$ cat config.mk
export PLATFORM = sky130hd
export DESIGN_NAME = sync_length_checksum_packet_parser
export DESIGN_NICKNAME = d
export VERILOG_FILES = /design/src/hw/rtl/slcp_pkg.sv /design/src/hw/rtl/slcp_core.sv /design/src/hw/rtl/sync_length_checksum_packet_parser.sv
export SDC_FILE = /design/constraint.sdc
export NUM_CORES = 1
export LEC_CHECK = 0
export BUFFER_PORTS_ARGS = -buffer_cell sky130_fd_sc_hd__buf_4
export CAP_MARGIN = 15
export CORE_MARGIN = 4
export CORE_UTILIZATION = 54
export DETAILED_ROUTE_END_ITERATION = 8
export GPL_ROUTABILITY_DRIVEN = 0
export PLACE_DENSITY = 0.87
export SLEW_MARGIN = 40
export SYNTH_ARGS = -nofsm -noshare
export SYNTH_HDL_FRONTEND = slang
export SYNTH_SLANG_ARGS = --single-unit
export TNS_END_PERCENT = 5
$ cat constraint.sdc
create_clock -name clk -period 2.49 [get_ports clk]
set_input_delay 0.747 -clock clk [delete_from_list [all_inputs] [get_ports clk]]
set_output_delay 0.747 -clock clk [all_outputs]
set_load 0.01 [all_outputs]
$ cat src/hw/rtl/slcp_pkg.sv
`timescale 1ns / 1ps
`default_nettype none
package slcp_pkg;

  localparam logic [7:0] SYNC_BYTE       = 8'd170;
  localparam logic [7:0] MAX_LEN         = 8'd169;
  localparam logic [7:0] DEFAULT_QUALITY = 8'd200;
  localparam logic [7:0] CODE_QUALITY    = 8'd2;
  localparam logic [7:0] CODE_ATTENTION  = 8'd4;
  localparam logic [7:0] CODE_MEDITATION = 8'd5;
  localparam logic [7:0] CODE_SKIP_SHORT = 8'h80;
  localparam logic [7:0] CODE_SKIP_LONG  = 8'h83;
  localparam logic [4:0] SKIP_SHORT      = 5'd3;
  localparam logic [4:0] SKIP_LONG       = 5'd25;

  typedef enum logic [4:0] {
    FR_HUNT1   = 5'b00001,
    FR_HUNT2   = 5'b00010,
    FR_LEN     = 5'b00100,
    FR_PAYLOAD = 5'b01000,
    FR_CHECK   = 5'b10000
  } frame_phase_t;

  typedef enum logic [4:0] {
    FD_CODE = 5'b00001,
    FD_QUAL = 5'b00010,
    FD_ATTN = 5'b00100,
    FD_MED  = 5'b01000,
    FD_SKIP = 5'b10000
  } field_phase_t;

  typedef struct packed {
    logic [7:0] quality;
    logic [7:0] attention;
    logic [7:0] meditation;
    logic       seen;
  } result_t;

endpackage
`default_nettype wire

$ cat src/hw/rtl/slcp_core.sv
`timescale 1ns / 1ps
`default_nettype none
module slcp_core
  import slcp_pkg::*;
(
  input  wire logic       clk,
  input  wire logic       rst,
  input  wire logic       step,
  input  wire logic [7:0] rx_byte,
  output logic            hit,
  output result_t         result
);

  frame_phase_t frame_phase, frame_phase_next;
  field_phase_t field_phase, field_phase_next;
  logic [7:0]   bytes_left, bytes_left_next;
  logic [7:0]   running_sum, running_sum_next;
  logic [4:0]   skip_left, skip_left_next;
  result_t      shadow, shadow_next;
  logic [7:0]   bytes_dec;
  logic [4:0]   skip_dec;

  always_comb begin
    frame_phase_next = frame_phase;
    field_phase_next = field_phase;
    bytes_left_next  = bytes_left;
    running_sum_next = running_sum;
    skip_left_next   = skip_left;
    shadow_next      = shadow;
    hit              = 1'b0;
    bytes_dec        = (bytes_left != 8'd0) ? bytes_left - 8'd1 : bytes_left;
    skip_dec         = (skip_left != 5'd0) ? skip_left - 5'd1 : skip_left;

    case (frame_phase)
      FR_HUNT2: begin
        frame_phase_next = (rx_byte == SYNC_BYTE) ? FR_LEN : FR_HUNT1;
      end
      FR_LEN: begin
        if (rx_byte > MAX_LEN) begin
          frame_phase_next = FR_HUNT1;
        end else begin
          bytes_left_next    = rx_byte;
          running_sum_next   = 8'd0;
          field_phase_next   = FD_CODE;
          skip_left_next     = 5'd0;
          shadow_next        = '{quality: DEFAULT_QUALITY, attention: 8'd0,
                                 meditation: 8'd0, seen: 1'b0};
          frame_phase_next   = (rx_byte == 8'd0) ? FR_CHECK : FR_PAYLOAD;
        end
      end
      FR_PAYLOAD: begin
        running_sum_next = running_sum + rx_byte;
        bytes_left_next  = bytes_dec;
        if (bytes_dec == 8'd0) begin
          frame_phase_next = FR_CHECK;
        end
        case (field_phase)
          FD_QUAL: begin
            shadow_next.quality = rx_byte;
            shadow_next.seen    = 1'b1;
            field_phase_next    = FD_CODE;
          end
          FD_ATTN: begin
            shadow_next.attention = rx_byte;
            field_phase_next      = FD_CODE;
          end
          FD_MED: begin
            shadow_next.meditation = rx_byte;
            field_phase_next       = FD_CODE;
          end
          FD_SKIP: begin
            skip_left_next = skip_dec;
            if (skip_dec == 5'd0) begin
              field_phase_next = FD_CODE;
            end
          end
          default: begin
            case (rx_byte)
              CODE_QUALITY:    field_phase_next = FD_QUAL;
              CODE_ATTENTION:  field_phase_next = FD_ATTN;
              CODE_MEDITATION: field_phase_next = FD_MED;
              CODE_SKIP_SHORT: begin
                field_phase_next = FD_SKIP;
                skip_left_next   = SKIP_SHORT;
              end
              CODE_SKIP_LONG: begin
                field_phase_next = FD_SKIP;
                skip_left_next   = SKIP_LONG;
              end
              default:         field_phase_next = FD_CODE;
            endcase
          end
        endcase
      end
      FR_CHECK: begin
        hit              = (rx_byte == ~running_sum);
        frame_phase_next = FR_HUNT1;
        field_phase_next = FD_CODE;
        skip_left_next   = 5'd0;
      end
      default: begin
        frame_phase_next = (rx_byte == SYNC_BYTE) ? FR_HUNT2 : FR_HUNT1;
      end
    endcase
  end

  assign result = shadow;

  always_ff @(posedge clk) begin
    if (rst) begin
      frame_phase <= FR_HUNT1;
      field_phase <= FD_CODE;
      bytes_left  <= 8'd0;
      running_sum <= 8'd0;
      skip_left   <= 5'd0;
      shadow      <= '{quality: DEFAULT_QUALITY, attention: 8'd0,
                       meditation: 8'd0, seen: 1'b0};
    end else if (step) begin
      frame_phase <= frame_phase_next;
      field_phase <= field_phase_next;
      bytes_left  <= bytes_left_next;
      running_sum <= running_sum_next;
      skip_left   <= skip_left_next;
      shadow      <= shadow_next;
    end
  end

endmodule
`default_nettype wire

$ cat src/hw/rtl/sync_length_checksum_packet_parser.sv
// An accepted word is registered in the input stage; its result is then registered in the output stage.
// Throughput: one word per cycle, sustained; stalls only when a result is held and stalled.
// The frame/field state update in the core is computed combinationally.
// Reset (rst, synchronous, active high): hunting for the first sync byte,
// shadow values 200/0/0, input and output stages empty.
`timescale 1ns / 1ps
`default_nettype none
module sync_length_checksum_packet_parser
  import slcp_pkg::*;
(
  input  wire logic       clk,
  input  wire logic       rst,
  input  wire logic       in_valid,
  output logic            in_stall,
  input  wire logic [7:0] rx_byte,
  output logic            out_valid,
  input  wire logic       out_stall,
  output logic [7:0]      signal_quality,
  output logic [7:0]      attention_level,
  output logic [7:0]      meditation_level,
  output logic            quality_seen
);

  logic       s1_valid;
  logic [7:0] s1_byte;
  logic       advance;
  logic       hit;
  result_t    result;
  result_t    out_res;

  assign in_stall = s1_valid && out_valid && out_stall;
  assign advance  = s1_valid && !in_stall;

  always_ff @(posedge clk) begin
    if (rst) begin
      s1_valid <= 1'b0;
    end else if (!in_stall) begin
      s1_valid <= in_valid;
    end
  end

  always_ff @(posedge clk) begin
    if (!in_stall && in_valid) begin
      s1_byte <= rx_byte;
    end
  end

  slcp_core u_core (
    .clk     (clk),
    .rst     (rst),
    .step    (advance),
    .rx_byte (s1_byte),
    .hit     (hit),
    .result  (result)
  );

  always_ff @(posedge clk) begin
    if (rst) begin
      out_valid <= 1'b0;
    end else if (advance && hit) begin
      out_valid <= 1'b1;
    end else if (!out_stall) begin
      out_valid <= 1'b0;
    end
  end

  always_ff @(posedge clk) begin
    if (advance && hit) begin
      out_res <= result;
    end
  end

  assign signal_quality   = out_res.quality;
  assign attention_level  = out_res.attention;
  assign meditation_level = out_res.meditation;
  assign quality_seen     = out_res.seen;

`ifndef SYNTHESIS
  a_stall_keeps_word: assert property (@(posedge clk) disable iff (rst)
    in_stall |=> s1_valid)
    else $error("input stage lost a stalled word");

  a_stall_holds_byte: assert property (@(posedge clk) disable iff (rst)
    in_stall |=> $stable(s1_byte))
    else $error("input stage byte changed under stall");

  a_result_from_word: assert property (@(posedge clk) disable iff (rst)
    $rose(out_valid) |-> $past(s1_valid))
    else $error("result appeared with no word in the input stage");
`endif

endmodule
`default_nettype wire
=== Yosys cells after proc, flatten, opt, wreduce, memory -nomap -nowiden ===
Cells that the tools add are included.

* Register bits after elaboration: 91
* Bits in latches: 0
* Bits in writable memories: 0
* ROM bits: 0
* Bits of input ports: 12
* Output and inout bits: 27
* Logic and storage cells: 97
* Memories: 0

* $add $sub $neg: 3
* Multiply operators: 0
* Div/mod/pow operators: 0
* Order comparisons: 1
* Equal/unequal tests: 24
* Shift-type cells: 0
* Muxes and demuxes: 30
* Bitwise operators: 1
* Reduce and logical (&&, ||, !) cells: 22

{| class="wikitable"
|+ Operators by type and width
! cell !! count
|-
| 25-bit one-hot mux with 2 select lines || 1
|-
| 8-bit 2-to-1 mux || 6
|-
| 5-bit one-hot mux with 4 select lines || 2
|-
| 5-bit 2-to-1 mux || 7
|-
| 8-bit one-hot mux with 2 select lines || 2
|-
| 5-bit one-hot mux with 2 select lines || 3
|-
| 5-bit one-hot mux with 3 select lines || 2
|-
| 25-bit 2-to-1 mux || 1
|-
| 8-bit equality test (second input constant) || 3
|-
| 8-bit by 3-bit equality test with 1-bit output (second input constant) || 2
|-
| 8-bit zero test || 2
|-
| 4-bit AND reduction || 4
|-
| 5-bit by 2-bit equality test with 1-bit output (second input constant) || 2
|-
| 5-bit by 3-bit equality test with 1-bit output (second input constant) || 2
|-
| 5-bit by 4-bit equality test with 1-bit output (second input constant) || 2
|-
| 5-bit equality test (second input constant) || 2
|-
| 2-bit by 1-bit inequality test with 1-bit output (second input constant) || 5
|-
| 8-bit adder || 1
|-
| 8-bit by 2-bit equality test with 1-bit output (second input constant) || 1
|-
| 8-bit equality test || 1
|-
| 8-bit greater-than comparator (second input constant) || 1
|-
| 8-bit inverter || 1
|-
| 8-bit nonzero test || 1
|-
| 8-bit by 1-bit subtractor with 8-bit output (second input constant) || 1
|-
| 18 further kinds || 26
|}

=== Logic depth before layout (Yosys ltp) ===
* Depth after elaboration: 6
* Gate-level depth with buffers: 9
* Gate-level depth less buffers: 8

=== Hierarchy ===
A second synthesis with hierarchy kept.

* Cell total of the unflattened synthesis: 467
* Area total of the unflattened synthesis: 4601.9 um2

{| class="wikitable"
|+ By module, submodules not included
! module !! times used !! cells each !! area an instance (um2) !! sequential area each (um2)
|-
| slcp_core || 1 || 422 || 3517.1 || 1121.1
|-
| sync_length_checksum_packet_parser || 1 || 45 || 1084.8 || 1031.0
|}

=== Worst setup path before layout ===
Ideal clock, no wire load.

* Path kind: flip-flop to flip-flop
* Start: reg u_core.bytes_left[0]
* End: reg u_core.frame_phase[1]
* Library setup time: 0.128 ns
* Arrival time: 2.258 ns
* Required time: 2.362 ns
* Path slack: 0.105 ns
* Cell stages (with the launch flop): 9
* Path buffers: 0
* Period minus slack after synthesis: 2.385 ns
* Path through: dfxtp_1 inv_1 ha_1 nor3b_1 nand3_1 a2111o_1 o31ai_2 mux2i_1 nor2_1

* Cells in the longest elaborated chain, start to end: 5
* Elaborated cells on any way between the ends: 6
* Those cells by class: add/sub (1); eq/ne (1); mux (1); reduce/logical (3)

{| class="wikitable"
|+ Ends and longest elaborated chain
! element !! RTL line !! text
|-
| start: declaration || slcp_core.sv:16 || <nowiki>logic [7:0] bytes_left, bytes_left_next;</nowiki>
|-
| start signal: assignment || slcp_core.sv:121 || <nowiki>bytes_left <= bytes_left_next;</nowiki>
|-
| 8-bit by 1-bit subtractor with 8-bit output or 8-bit nonzero test (tied branches) || slcp_core.sv:31 || <nowiki>bytes_dec = (bytes_left != 8'd0) ? bytes_left - 8'd1 : bytes_left;</nowiki>
|-
| 8-bit 2-to-1 mux (*) || slcp_core.sv:31 ||
|-
| 8-bit zero test (*) || slcp_core.sv:54 || <nowiki>if (bytes_dec == 8'd0) begin</nowiki>
|-
| 2-bit by 1-bit inequality test with 1-bit output (no line) (*) || -- ||
|-
| 2-bit AND reduction (no line) (*) || -- ||
|-
| end signal: assignment || slcp_core.sv:119 || <nowiki>frame_phase <= frame_phase_next;</nowiki>
|-
| end: declaration || slcp_core.sv:14 || <nowiki>frame_phase_t frame_phase, frame_phase_next;</nowiki>
|}

Every way passes the cells marked *; elsewhere a longest branch is shown, timed or not.
A chain may end at the register's enable or synchronous reset.

=== Final worst setup path ===
* Start: reg s1_byte[4]
* End: reg u_core.skip_left[2]

* Cells in the longest elaborated chain, start to end: 3
* Elaborated cells on any way between the ends: 6
* Those cells by class: order compare (1); eq/ne (4); reduce/logical (1)

{| class="wikitable"
|+ Ends and longest elaborated chain
! element !! RTL line !! text
|-
| start: declaration || sync_length_checksum_packet_parser.sv:25 || <nowiki>logic [7:0] s1_byte;</nowiki>
|-
| start signal: assignment || sync_length_checksum_packet_parser.sv:44 || <nowiki>s1_byte <= rx_byte;</nowiki>
|-
| 8-bit greater-than comparator or 8-bit equality test (tied branches) || slcp_core.sv:39, slcp_core.sv:78 ||
|-
| 2-bit inequality test (no line) or 4-bit by 1-bit inequality test with 1-bit output (tied branches) || -- ||
|-
| 5-bit AND reduction (no line) (*) || -- ||
|-
| end signal: assignment || slcp_core.sv:123 || <nowiki>skip_left <= skip_left_next;</nowiki>
|-
| end: declaration || slcp_core.sv:18 || <nowiki>logic [4:0] skip_left, skip_left_next;</nowiki>
|}

Marks and branches as above.

==> key figures <==
Status
  • Status: finished, final reports clean

Timing
  • Max Slew Vio Count: 0
  • Setup TNS: 0 ps
  • Final hold viol count: 0
  • Relative slew slack: 60.9%
  • Setup repair after global routing missed its margin: false
  • Clk_skew: 14.4 ps
  • Max Clk Rate: 420 MHz
  • Worst-margin pin slew: 577 ps
  • Final setup vio count: 0
  • Crit share post-route: 95.5%
  • Final critical-path required period: 2380 ps

Clock tree
  • Worst skew pair latency: 380 ps
  • Clock Sinks: 91
  • Worst-path clk slew: 110 ps
  • H-tree levels: 3
  • Maximum clock path buffer count: 2
  • Clock Root Buffer: clkbuf_8
  • CTS tree: built
  • Num CTS Buffers: 9

Detailed routing
  • Antenna violation net count after detailed routing: 0
  • Via count: 3,768
  • DR DRC count: 0
  • Routed wire length: 10,500 um
  • Wire per inst: 17.0 um
  • Initial DRT Pass Iterations: 5
  • Iter 0 DRT Violations: 365
  • Post-DR vias/cell: 6.10

Yosys
  • Post-synth top flop: dfxtp_1
  • Area leader, netlist: dfxtp_1
  • Count of cell types in the netlist: 63
  • Largest cells by area after synthesis: dfxtp_1 26%, edfxtp_1 22%, mux2i_1 7.0%
  • Avg Cell Area, Syn: 9.63 um2
  • Synth Register Bits: 91
  • Post-synth top area share: 26.3%
  • Synth Cell Area: 0.00442 mm2
  • Syn Inst Count: 459
  • EDFF count, synth: 33
  • Yosys warns: 0
  • Syn_nets: 482
  • Seq/Total Area, Yosys: 48.7%
  • Synth async-reset ratio: 0%

Worst setup path
  • R2r setup slk: 110 ps
  • Critical Path Max Stage Delay: 570 ps
  • Crit-path cells: or4b_4, o2111ai_2, nor2_1, or2_4, or4_1, a21oi_2
  • Crit path arrival time: 2680 ps
  • R2r worst-path depth: 6
  • WP data required: 2800 ps
  • Crit-path slowest cell: or4b_4
  • CP Max Fanout: 4
  • Critical path startpoint category: flop
  • Critical setup path kind: reg2reg
  • R2r startpoint: s1_byte[4]$_DFFE_PP_
  • Reg2reg end: u_core.skip_left[2]$_SDFFE_PP0P_
  • CP endpoint kind: flop

Floorplan
  • I/O Pins: 39
  • Die height: 98.5 um
  • Core box area: 0.00785 mm2
  • Die Area: 0.00970 mm2
  • Initial Utilization: 56.3%
  • Site row count: 32
  • Die X: 98.5 um

Cells and area
  • Nets@finish: 534
  • Non-filler cells, final: 618
  • Filler cells: 601
  • Final instance area: 0.00518 mm2
  • Layout cells sized above 1: 18.4%
  • Antenna Cells: 0
  • P&R area growth vs syn: 17.2%
  • Post-layout util: 66.0%

Global routing
  • Vias in the first global route: 3,600
  • Largest net degree at the start of global routing: 52
  • First-pass GRT wire length: 17,500 um
  • GRT Overall Usage: 22.2%
  • Initial antenna violation count: 0
  • GRT overflow: 0

Placed design
  • Placed cells: 602
  • Detailed Place HPWL: 7240 um
  • Number of port buffers: 38
  • Placed cell areas: 0.00494 mm2

Min path
  • Worst Hold Depth: 0
  • Hold path startpoint: u_core.result[6]$_SDFFE_PP0P_
  • Min-delay worst type: reg2reg
  • Worst Hold Endpoint: meditation_level[5]$_DFFE_PP_

Power
  • Pleak: 2.07 nW
  • Pwr dens: 530 mW/mm2
  • Maximum vdd drop: 0.320 mV

Flow run
  • Max cap viols: 0
==> area by class of cell <==
type                       count  area [um2]  share of cell area (%)
clock inverter                 7        80.1                    1.55
tap                          102         128                    2.46
timing repair buffer          62         478                    9.22
sequential                    91        2150                    41.5
inverter                      11        41.3                   0.797
clock buffer                   9         124                    2.39
multi-input combinational    336        2180                    42.0
==> power breakdown <==
group          total [mW]  switching, mW  leakage (nW)  internal [mW]
combinational       0.168          0.102          1.14         0.0654
clock                1.01          0.613        0.0994          0.398
sequential           1.56         0.0188         0.828           1.55
==> how the worst max path moves through the flow <==
stage,cells past startpoint,from,endpoint
final,6,s1_byte[4]$_DFFE_PP_,u_core.skip_left[2]$_SDFFE_PP0P_
after global routing,8,u_core.bytes_left[0]$_SDFFE_PP0P_,u_core.frame_phase[1]$_SDFFE_PP0P_
after CTS,8,u_core.bytes_left[0]$_SDFFE_PP0P_,u_core.frame_phase[3]$_SDFFE_PP0P_
after detailed placement,8,u_core.bytes_left[0]$_SDFFE_PP0P_,u_core.frame_phase[3]$_SDFFE_PP0P_
after global placement,8,u_core.bytes_left[0]$_SDFFE_PP0P_,u_core.frame_phase[1]$_SDFFE_PP0P_
after floorplan,8,u_core.bytes_left[0]$_SDFFE_PP0P_,u_core.frame_phase[1]$_SDFFE_PP0P_
==> per-stage QoR <==
| stage | hold WS, ps | power (mW) | setup WS [ps] |
|---|---|---|---|
| after detailed placement | 417 | 1.76 | 4.69 |
| after CTS | 431 | 2.74 | 69.7 |
| after global routing | 430 | 2.86 | 25.6 |
| after floorplan | 408 | 1.69 | 105 |
| final | 429 | 2.74 | 111 |
| after global placement | 412 | 1.75 | 180 |
==> state kept, by name (all words and copies together) (netlist names), 5 cells and up <==
register / cells
attention_level: 8
meditation_level: 8
s1_byte: 8
signal_quality: 8
u_core.bytes_left: 8
u_core.field_phase: 5
u_core.frame_phase: 5
u_core.result: 25
u_core.running_sum: 8
u_core.skip_left: 5
==> cells by family (layout without fill, tap and decap cells) <==
kind of cell	after synthesis	after routing	synth area share, %
simple gates	192	192	21.5
xor+xnor	12	12	2.38
flops	91	91	48.7
fa+ha+maj	11	11	3.28
mux	33	33	7.53
compound gates	88	88	13.8
buf+inv	32	89	2.80
==> synthesized netlist by cell type, types with 10 or more instances <==
cell type	instances
dfxtp_1	58
o21ai_0	10
edfxtp_1	33
nand3_1	11
nor2_1	69
clkbuf_1	17
nor3_1	11
mux2i_1	31
ha_1	10
inv_1	11
nand2_1	38
a21oi_1	22
==> worst max-delay path: cells and delay by family (launching register included) <==
| kind | cells | cell delay, ps |
|---|---|---|
| AO/OA/AOI/OAI | 2 | 350 |
| flip-flops | 1 | 450 |
| AND/OR/NAND/NOR | 4 | 1510 |
==> cells in the final DEF (no fill, tap or decap), types with 4 or more instances in the layout <==
cell      synthesis  layout
nand2_1          38      38
ha_1             10       9
xor2_1            5       5
o21ai_1           6       6
inv_1            11      11
nor4_1            6       6
o22ai_1           5       5
nand3_1          11      11
xnor2_1           7       7
o21ai_0          10      10
a211oi_1          5       5
nand2b_1          4       4
clkbuf_8          0       9
mux2i_1          31      31
nand4_1           4       4
o211ai_1          6       6
dfxtp_1          58      58
or4_1             4       4
nor3_1           11      11
nor2b_1           7       7
a21oi_1          22      21
edfxtp_1         33      33
nor2_1           69      69
or3_1             8       8
a22oi_1           6       6
and3_1            9       9
buf_4             0      61
==> routing by layer <==
layer	wire, um	up-vias	global-route usage, %
met4	325	0	9.66
met1	4370	1768	28.1
met2	5000	201	36.7
li1	-	1773	-
met3	803	26	4.81
met5	0	-	0
==> repair_timing <==
action | in CTS | in global routing
endpoints found under the setup margin | 3 | 13
gates resized for setup | 1 | 7
pin swaps | 0 | 2
hold buffers | 0 | 0
setup buffers | 0 | 0
Power figures use the tool's default switching activity.
